--- src/sv/smx_pkg.sv ---
package smx_pkg;

    localparam int SMX_GAIN_FRACTION_BITS = 14;

    localparam int SAMPLE_W = 16;
    localparam int GAIN_W   = 15;
    localparam int MODE_W   = 2;

    // Stream payload widths: 6 data fields packed and padded to whole bytes.
    localparam int IN_DATA_W  = 96;
    localparam int IN_USER_W  = 4;
    localparam int OUT_DATA_W = 32;

    localparam logic signed [SAMPLE_W-1:0] SAMPLE_MAX = 16'sh7FFF;
    localparam logic signed [SAMPLE_W-1:0] SAMPLE_MIN = 16'sh8000;

    // Pan modes. The fourth code mixes both sides, like PAN_BOTH.
    localparam logic [MODE_W-1:0] PAN_BOTH  = 2'd0;
    localparam logic [MODE_W-1:0] PAN_RIGHT = 2'd1;
    localparam logic [MODE_W-1:0] PAN_LEFT  = 2'd2;

    typedef struct packed {
        logic seed;
        logic mix_en;
    } side_ctl_t;

    typedef struct packed {
        logic signed [SAMPLE_W-1:0] base_left;
        logic signed [SAMPLE_W-1:0] base_right;
        logic signed [SAMPLE_W-1:0] sample_left;
        logic signed [SAMPLE_W-1:0] sample_right;
        logic                       is_stereo;
        logic [MODE_W-1:0]          pan_mode;
        logic [GAIN_W-1:0]          gain_left;
        logic [GAIN_W-1:0]          gain_right;
        logic                       first_in_frame;
        logic                       last_in_frame;
    } voice_t;

endpackage

--- src/sv/smx_side.sv ---
module smx_side #(
    parameter int GAIN_FRACTION_BITS = smx_pkg::SMX_GAIN_FRACTION_BITS
) (
    input  smx_pkg::side_ctl_t                 ctl,
    input  logic signed [smx_pkg::SAMPLE_W-1:0] acc,
    input  logic signed [smx_pkg::SAMPLE_W-1:0] base,
    input  logic signed [smx_pkg::SAMPLE_W-1:0] sample,
    input  logic [smx_pkg::GAIN_W-1:0]          gain,
    output logic signed [smx_pkg::SAMPLE_W-1:0] acc_next
);
    import smx_pkg::*;

    localparam int GainSatW = (GAIN_W > GAIN_FRACTION_BITS + 1) ? GAIN_W
                                                                 : GAIN_FRACTION_BITS + 1;
    localparam int ProdW = SAMPLE_W + GainSatW + 1;
    localparam int SumW  = SAMPLE_W + 2;
    localparam logic [GainSatW-1:0] Unity =
        {{(GainSatW-1){1'b0}}, 1'b1} << GAIN_FRACTION_BITS;

    logic [GainSatW-1:0]      gain_ext;
    logic [GainSatW-1:0]      gain_sat;
    logic signed [ProdW-1:0]  prod;
    logic signed [ProdW-1:0]  prod_shift;
    logic signed [SumW-1:0]   term;
    logic signed [SAMPLE_W-1:0] start;
    logic signed [SumW-1:0]   sum;

    assign gain_ext = GainSatW'(gain);
    assign gain_sat = (gain_ext > Unity) ? Unity : gain_ext;

    assign prod       = ProdW'($signed({1'b0, gain_sat})) * ProdW'(sample);
    // The arithmetic shift rounds toward minus infinity; the term fits in 17 bits.
    assign prod_shift = prod >>> GAIN_FRACTION_BITS;
    assign term       = prod_shift[SumW-1:0];

    assign start = ctl.seed ? base : acc;
    assign sum   = SumW'(start) + term;

    always_comb
    begin
        if (!ctl.mix_en)
        begin
            acc_next = start;
        end
        else if (sum > SumW'(SAMPLE_MAX))
        begin
            acc_next = SAMPLE_MAX;
        end
        else if (sum < SumW'(SAMPLE_MIN))
        begin
            acc_next = SAMPLE_MIN;
        end
        else
        begin
            acc_next = sum[SAMPLE_W-1:0];
        end
    end

endmodule

--- src/sv/stereo_pan_saturating_mixer.sv ---
// Stereo pan mixer: each input transfer carries one voice, and its scaled samples
// are added, with clipping to 16 bits, into a left and a right accumulator, as the
// pan mode allows. The transfer with tlast set returns the mixed frame once its
// voice leaves the input register, and its frame is loaded into the output register
// at the same edge that the voice leaves. One voice is taken per clock cycle unless
// a frame transfer waits; the only loop is the accumulator update, which is a single
// multiply, add and clip per side between the input register and the accumulators.
// A frame transfer waits only while the output register still holds an earlier
// frame that has not been taken.
module stereo_pan_saturating_mixer #(
    parameter int GAIN_FRACTION_BITS = smx_pkg::SMX_GAIN_FRACTION_BITS
) (
    input  logic                             clk,
    input  logic                             rst_n,
    input  logic                             s_axis_tvalid,
    output logic                             s_axis_tready,
    // base_left, base_right, sample_left, sample_right, gain_left, gain_right, zero pad
    input  logic [smx_pkg::IN_DATA_W-1:0]    s_axis_tdata,
    // is_stereo, pan_mode, first_in_frame
    input  logic [smx_pkg::IN_USER_W-1:0]    s_axis_tuser,
    // last_in_frame
    input  logic                             s_axis_tlast,
    output logic                             m_axis_tvalid,
    input  logic                             m_axis_tready,
    // out_left, out_right
    output logic [smx_pkg::OUT_DATA_W-1:0]   m_axis_tdata
);
    import smx_pkg::*;

    voice_t                     voice_in;
    voice_t                     voice_reg;
    logic                       in_valid_reg;
    logic                       out_valid_reg;
    logic [OUT_DATA_W-1:0]      out_data_reg;
    logic signed [SAMPLE_W-1:0] acc_left_reg;
    logic signed [SAMPLE_W-1:0] acc_right_reg;
    logic signed [SAMPLE_W-1:0] acc_left_next;
    logic signed [SAMPLE_W-1:0] acc_right_next;
    logic signed [SAMPLE_W-1:0] sample_r;
    side_ctl_t                  ctl_left;
    side_ctl_t                  ctl_right;
    logic                       out_free;
    logic                       advance;

    assign voice_in.base_left      = s_axis_tdata[15:0];
    assign voice_in.base_right     = s_axis_tdata[31:16];
    assign voice_in.sample_left    = s_axis_tdata[47:32];
    assign voice_in.sample_right   = s_axis_tdata[63:48];
    assign voice_in.gain_left      = s_axis_tdata[78:64];
    assign voice_in.gain_right     = s_axis_tdata[93:79];
    assign voice_in.is_stereo      = s_axis_tuser[0];
    assign voice_in.pan_mode       = s_axis_tuser[2:1];
    assign voice_in.first_in_frame = s_axis_tuser[3];
    assign voice_in.last_in_frame  = s_axis_tlast;

    // Only a frame-ending voice needs room in the output register.
    assign out_free      = !out_valid_reg || m_axis_tready;
    assign advance       = in_valid_reg && (!voice_reg.last_in_frame || out_free);
    assign s_axis_tready = !in_valid_reg || advance;

    assign sample_r = voice_reg.is_stereo ? voice_reg.sample_right : voice_reg.sample_left;

    assign ctl_left.seed    = voice_reg.first_in_frame;
    assign ctl_left.mix_en  = (voice_reg.pan_mode != PAN_RIGHT);
    assign ctl_right.seed   = voice_reg.first_in_frame;
    assign ctl_right.mix_en = (voice_reg.pan_mode != PAN_LEFT);

    smx_side #(
        .GAIN_FRACTION_BITS(GAIN_FRACTION_BITS)
    ) u_side_left (
        .ctl      (ctl_left),
        .acc      (acc_left_reg),
        .base     (voice_reg.base_left),
        .sample   (voice_reg.sample_left),
        .gain     (voice_reg.gain_left),
        .acc_next (acc_left_next)
    );

    smx_side #(
        .GAIN_FRACTION_BITS(GAIN_FRACTION_BITS)
    ) u_side_right (
        .ctl      (ctl_right),
        .acc      (acc_right_reg),
        .base     (voice_reg.base_right),
        .sample   (sample_r),
        .gain     (voice_reg.gain_right),
        .acc_next (acc_right_next)
    );

    always_ff @(posedge clk or negedge rst_n)
    begin
        if (!rst_n)
        begin
            in_valid_reg  <= 1'b0;
            out_valid_reg <= 1'b0;
            acc_left_reg  <= '0;
            acc_right_reg <= '0;
        end
        else
        begin
            if (s_axis_tready)
            begin
                in_valid_reg <= s_axis_tvalid;
            end
            if (advance)
            begin
                acc_left_reg  <= acc_left_next;
                acc_right_reg <= acc_right_next;
            end
            if (advance && voice_reg.last_in_frame)
            begin
                out_valid_reg <= 1'b1;
            end
            else if (m_axis_tready)
            begin
                out_valid_reg <= 1'b0;
            end
        end
    end

    always_ff @(posedge clk)
    begin
        if (s_axis_tready && s_axis_tvalid)
        begin
            voice_reg <= voice_in;
        end
        if (advance && voice_reg.last_in_frame)
        begin
            out_data_reg <= {acc_right_next, acc_left_next};
        end
    end

    assign m_axis_tvalid = out_valid_reg;
    assign m_axis_tdata  = out_data_reg;

`ifndef NO_ASSERTIONS
    a_frame_emitted: assert property (@(posedge clk) disable iff (!rst_n)
        advance && voice_reg.last_in_frame |=> m_axis_tvalid)
        else $error("frame-ending voice did not produce an output transfer");

    a_acc_hold: assert property (@(posedge clk) disable iff (!rst_n)
        !advance |=> $stable(acc_left_reg) && $stable(acc_right_reg))
        else $error("accumulators changed without a voice leaving the input register");

    a_left_only: assert property (@(posedge clk) disable iff (!rst_n)
        advance && voice_reg.pan_mode == PAN_LEFT && !voice_reg.first_in_frame
        |=> $stable(acc_right_reg))
        else $error("left-only voice changed the right accumulator");

    a_right_only: assert property (@(posedge clk) disable iff (!rst_n)
        advance && voice_reg.pan_mode == PAN_RIGHT && !voice_reg.first_in_frame
        |=> $stable(acc_left_reg))
        else $error("right-only voice changed the left accumulator");

    a_empty_ready: assert property (@(posedge clk) disable iff (!rst_n)
        !in_valid_reg |-> s_axis_tready)
        else $error("input stalled while the input register is empty");
`endif

endmodule
--- config.mk ---
export PLATFORM = sky130hd
export DESIGN_NAME = stereo_pan_saturating_mixer
export DESIGN_NICKNAME = d
export VERILOG_FILES = /design/src/sv/smx_pkg.sv /design/src/sv/smx_side.sv /design/src/sv/stereo_pan_saturating_mixer.sv
export SDC_FILE = /design/constraint.sdc
export NUM_CORES = 1
export LEC_CHECK = 0
export BUFFER_PORTS_ARGS = -buffer_cell sky130_fd_sc_hd__buf_4
export CAP_MARGIN = 20
export CORE_MARGIN = 2
export CORE_UTILIZATION = 55
export DETAILED_ROUTE_END_ITERATION = 12
export GPL_ROUTABILITY_DRIVEN = 0
export PLACE_DENSITY = 0.81
export SLEW_MARGIN = 20
export SYNTH_ARGS = -nofsm -noshare
export SYNTH_HDL_FRONTEND = slang
export SYNTH_SLANG_ARGS = --single-unit
export TNS_END_PERCENT = 5
--- constraint.sdc ---
create_clock -name clk -period 10.3 [get_ports clk]
set_clock_uncertainty 0.05 [all_clocks]
set_input_delay 2.06 -clock clk [delete_from_list [all_inputs] [get_ports clk]]
set_output_delay 2.06 -clock clk [all_outputs]
set_load 0.02 [all_outputs]
# After elaboration in Yosys (flattened, before gate mapping)
# Cells that the tools add are included.
# Widths: inputs -> output; s select.
# totals
reg_bits	165
latch_bits	0
ram_bits	0
romBits	0
in_bits	105
out_inout_bits	34
elab_cells	50
mem_count	0
# op_classes
n_addsub	2
mul	2
div	0
n_lt_le_gt_ge	6
eq_ne	2
shifts	0
mux	13
n_bitwise	0
reduce_logical	10
# ops
cell	count
$mux 16	9
$mul 16x16->32	2
$add 16x18->18	2
$gt 18x16->1 const B	2
$lt 18x16->1 const B	2
$gt 15x15->1 const B	2
$mux 15	2
$logic_and 1x1->1	3
$logic_not 1->1	3
$logic_or 1x1->1	3
$mux 1	2
$ne 2x1->1 const B	1
$ne 2x2->1 const B	1
$reduce_bool 2->1	1

# Longest topological paths before layout
# depth
depth_word	8
depth_mapped	42
ltp_nobuf	38

# Cells and area by module
# From an unflattened synthesis, not the netlist that was laid out.
# unflattened
hier_cells	2568
area_unflattened_um2	25104.1
# by_module_without_submodules
mod	n_inst	cells_per_inst	area_each_um2	seq_area_each_um2
smx_side at u_side_left	1	1124	9502.9	0.0
smx_side at u_side_right	1	1100	9415.3	0.0
stereo_pan_saturating_mixer	1	344	6185.9	4784.6

# Worst setup path after synthesis
# OpenSTA, ideal clock, no wires.
# synth_timing
path_type	reg-to-reg
startpoint	register voice_reg[34] in the netlist's numbering
endpoint	register acc_right_reg[10]
setup_time_ns	0.125
arrival_ns	9.025
required_ns	10.125
path_slack_ns	1.100
path_stages_with_launch	39
n_path_buf	4
synth_period_minus_slack_ns	9.200
cell_sequence	edfxtp_1 > buf_6 > clkbuf_1 > mux2i_1 > clkbuf_1 > nor2_1 > fa_1 > inv_1 > fa_1 > fa_1 > fa_1 > inv_1 > fa_1 > inv_1 > fa_1 > inv_1 > ha_1 > o21ai_0 > (+3 left out) > a21o_1 > a21o_1 > a21o_1 > a21o_1 > a21oi_1 > xnor2_1 > ha_1 > a21o_1 > a21o_1 > a2bb2oi_1 > o311a_1 > o31ai_1 > xnor2_1 > xor2_2 > a21boi_4 > buf_6 > a21oi_1 > mux2_2
# synth_via
elab_chain_cells	7
word_cells_on_any_way	8
cone_classes	1 x add/sub; 1 x mul; 2 x order compare; 4 x mux
# synth_rtl
element	line	source
start: declaration	stereo_pan_saturating_mixer.sv:31	voice_t voice_reg;
start signal: assignment	stereo_pan_saturating_mixer.sv:125	voice_reg <= voice_in;
$mux 16 *	stereo_pan_saturating_mixer.sv:61	assign sample_r = voice_reg.is_stereo ? voice_reg.sample_right : voice_reg.sample_left;
$mul 16x16->32 *	smx_side.sv:31	assign prod = ProdW'($signed({1'b0, gain_sat})) * ProdW'(sample);
$add 16x18->18 *	smx_side.sv:37	assign sum = SumW'(start) + term;
$lt 18x16->1	smx_side.sv:49	else if (sum < SumW'(SAMPLE_MIN))
$mux 16	smx_side.sv:49	
$mux 16 *	smx_side.sv:45	else if (sum > SumW'(SAMPLE_MAX))
$mux 16 *	smx_side.sv:41	if (!ctl.mix_en)
net acc_right_next[10]	stereo_pan_saturating_mixer.sv:38	logic signed [SAMPLE_W-1:0] acc_right_next;
end signal: assignment	stereo_pan_saturating_mixer.sv:108	acc_right_reg <= acc_right_next;
end: declaration	stereo_pan_saturating_mixer.sv:36	logic signed [SAMPLE_W-1:0] acc_right_reg;
# Mark *: on every way through the listed nets, which the timed path passes. The rest lies on a longest branch.
# A chain may end at the register's enable or synchronous reset.

# Final worst setup path
# layout_timing
startpoint	register voice_reg[22] in the netlist's numbering
endpoint	register acc_left_reg[9]
# layout_via
elab_chain_cells	8
word_cells_on_any_way	9
cone_classes	1 x add/sub; 1 x mul; 3 x order compare; 4 x mux
# layout_rtl
element	line	source
$gt 15x15->1	smx_side.sv:29	assign gain_sat = (gain_ext > Unity) ? Unity : gain_ext;
$mux 15 *	smx_side.sv:29	
$mul 16x16->32 *	smx_side.sv:31	
$add 16x18->18 *	smx_side.sv:37	
$lt 18x16->1	smx_side.sv:49	
$mux 16	smx_side.sv:49	
$mux 16 *	smx_side.sv:45	
$mux 16 *	smx_side.sv:41	
end signal: assignment	stereo_pan_saturating_mixer.sv:107	acc_left_reg <= acc_left_next;
end: declaration	stereo_pan_saturating_mixer.sv:35	logic signed [SAMPLE_W-1:0] acc_left_reg;
# Every way passes the cells marked *; elsewhere a longest branch is shown, timed or not.

==> reports/results.ini <==
[outcome]
status=completed

[global_routing]
grt.total_usage_pct=28.8
gr-total-overflow=0
grt_max_degree=76
grt_pass1_vias=19500
antenna_found_initial=2
grt_pass1_wl_um=99700

[detailed_routing]
via_per_inst=5.68
wl_per_cell_um=19.1
vias=18000
wl_um=60700
dr.pass1.iters=7
drc=0
antenna_left=0
initialDrtViolationCount=1341

[worst_setup_path]
path_max_fanout=18
reg2reg_to=acc_left_reg[9]
critPathBufInv=5
ff2ff_setup_slack_ps=460
max_stage_delay_ps=510
arrival_ps=10140
crit_top_cell=fa_1
startpoint_type=flop
critPathCaptureType=flop
rr_startpoint=voice_reg[22]
critPathTopFamily=adder cells
cp_slowest_cell=edfxtp_1
timing.reg2reg.worst_path_depth=38
critPathKind=reg2reg
critPathRequiredTime_ps=10600

[synth]
synthTopCellsByArea=fa_1, edfxtp_1, ha_1
synth_fp_nets=3180
synth.top_cell.area_share_pct=30.2
synth_most_common_cell=inv_1
synth_cell_types=67
yosysWarningCount=0
syn_avg_cell_area_um2=9.75
async_reset_ff_share_pct=20.6
yosys_most_used_dff=edfxtp_1
synth_enable_flop_cells=131
netlist_area_um2=23800
ys_seq_area_share_pct=20.1
syn_inst=2445
synth_common_cells=inv_1, fa_1, ha_1, nand2_1, nor2_1
ys_seq_elements=165
synth.largest_area_cell=fa_1

[layout]
largest_reg_flops=98
fin_cells=3173
num-nets-final=3310
diodes=0
final_util_pct=61.5
drive_above_1_share_pct=12.2
nFillCells=3331
syn_to_final_growth_pct=10.7

[clock_network]
path_clk_slew_ps=90
clk_root_buffer_cell=clkbuf_16
htreeDepth=4
clock_sinks=165
cts-buffers-inserted=17
clk_latency_ps=500
cts_buffer_depth=2
cts-hold-fix-buffers=0
cts_tree=built

[sta]
worst_pin_slew_ps=891
setup_viol=0
slew_violations=0
fin_crit_ps=9840
finalHoldViolations=0
max_freq_ghz=0.102
slew_headroom_pct=40.6
finalCritPeriodShare_pct=95.6
fin_setup_tns_ps=0

[worst_hold_path]
holdPathStages=2
min_to=acc_right_reg[13]
hold_start=acc_right_reg[13]
hp-class=reg2reg

[job]
max-cap-violations=0

[floorplan]
start_util_pct=55.6
die_w_um=212
die-area_um2=45000
num_rows=76
ioPinCount=139
core_area_um2=42900
die_y_um=212

[placed_design]
port_buffers=136
dp_hpwl_um=46600
place_inst=3141

[cells in the final DEF (no fill, tap or decap), types with 41 or more instances in the layout]
cell type | synthesis | final
a21oi_1 | 63 | 63
fa_1 | 360 | 360
and2_1 | 110 | 107
nor2b_1 | 44 | 43
edfxtp_1 | 131 | 131
nand2_1 | 270 | 269
xnor2_1 | 41 | 41
ha_1 | 270 | 270
nor2_1 | 204 | 204
buf_4 | 2 | 203
mux2_2 | 56 | 56
inv_1 | 446 | 446
[tightest hold or removal path, stage by stage (launching register included)]
cell and delay [ps]:
dfrtp_1 360, nand2_1 50, o31ai_1 50
[layout make-up]
cell class / instances / area [um^2] / area share (%)
multi-input cells: 1740 / 17000 / 64.5
flip-flops and latches: 165 / 4780 / 18.1
inverters: 447 / 1680 / 6.36
repair buffers: 204 / 1540 / 5.82
well taps: 585 / 732 / 2.77
clock buffers: 17 / 425 / 1.61
clock inverters: 15 / 206 / 0.782
[cells by family (layout without fill, tap and decap cells)]
logic type	after synthesis	count (layout)	synth area share, %
AOI/OAI and AO/OA	232	232	6.70
xor gates and xnor gates	62	62	2.34
adders and majority gates	630	630	44.4
buffers and inverters	540	683	8.62
DFF	165	165	20.1
muxes	74	74	3.40
and+or+nand+nor	742	742	14.4
[worst max-delay path by stage]
stage,start,end,slack [ps],cells after the start
finish,voice_reg[22],acc_left_reg[9],460,38
global route,voice_reg[22],acc_left_reg[9],-10,38
CTS,voice_reg[4],acc_right_reg[10],400,38
detailed placement,voice_reg[22],acc_left_reg[9],490,40
global placement,voice_reg[10],acc_right_reg[0],750,38
floorplan,voice_reg[34],acc_right_reg[10],1100,38
[stage by stage]
stage	setup WS (ps)	cell area, um^2	hold WS [ps]
global placement	750	25700	405
detailed placement	493	25700	421
finish	458	26400	440
CTS	404	26400	442
global route	-9.51	26400	468
floorplan	1100	23800	395
[layer usage]
| layer | GRT usage [%] | wire length, um | vias up |
|---|---|---|---|
| met5 | 0 | 0 | - |
| met4 | 12.7 | 2620 | 0 |
| met3 | 6.78 | 5820 | 226 |
| met2 | 46.4 | 28300 | 912 |
| met1 | 37.2 | 23900 | 8858 |
| li1 | - | - | 8017 |
[timing repair]
item / in CTS / in global routing
setup endpoints to repair: 0 / 61
gates resized for setup: 0 / 6
buffers inserted: 0 / 0
Power is not shown: default switching activity piles up to over one toggle a cycle in this logic, so the estimate is an artifact.
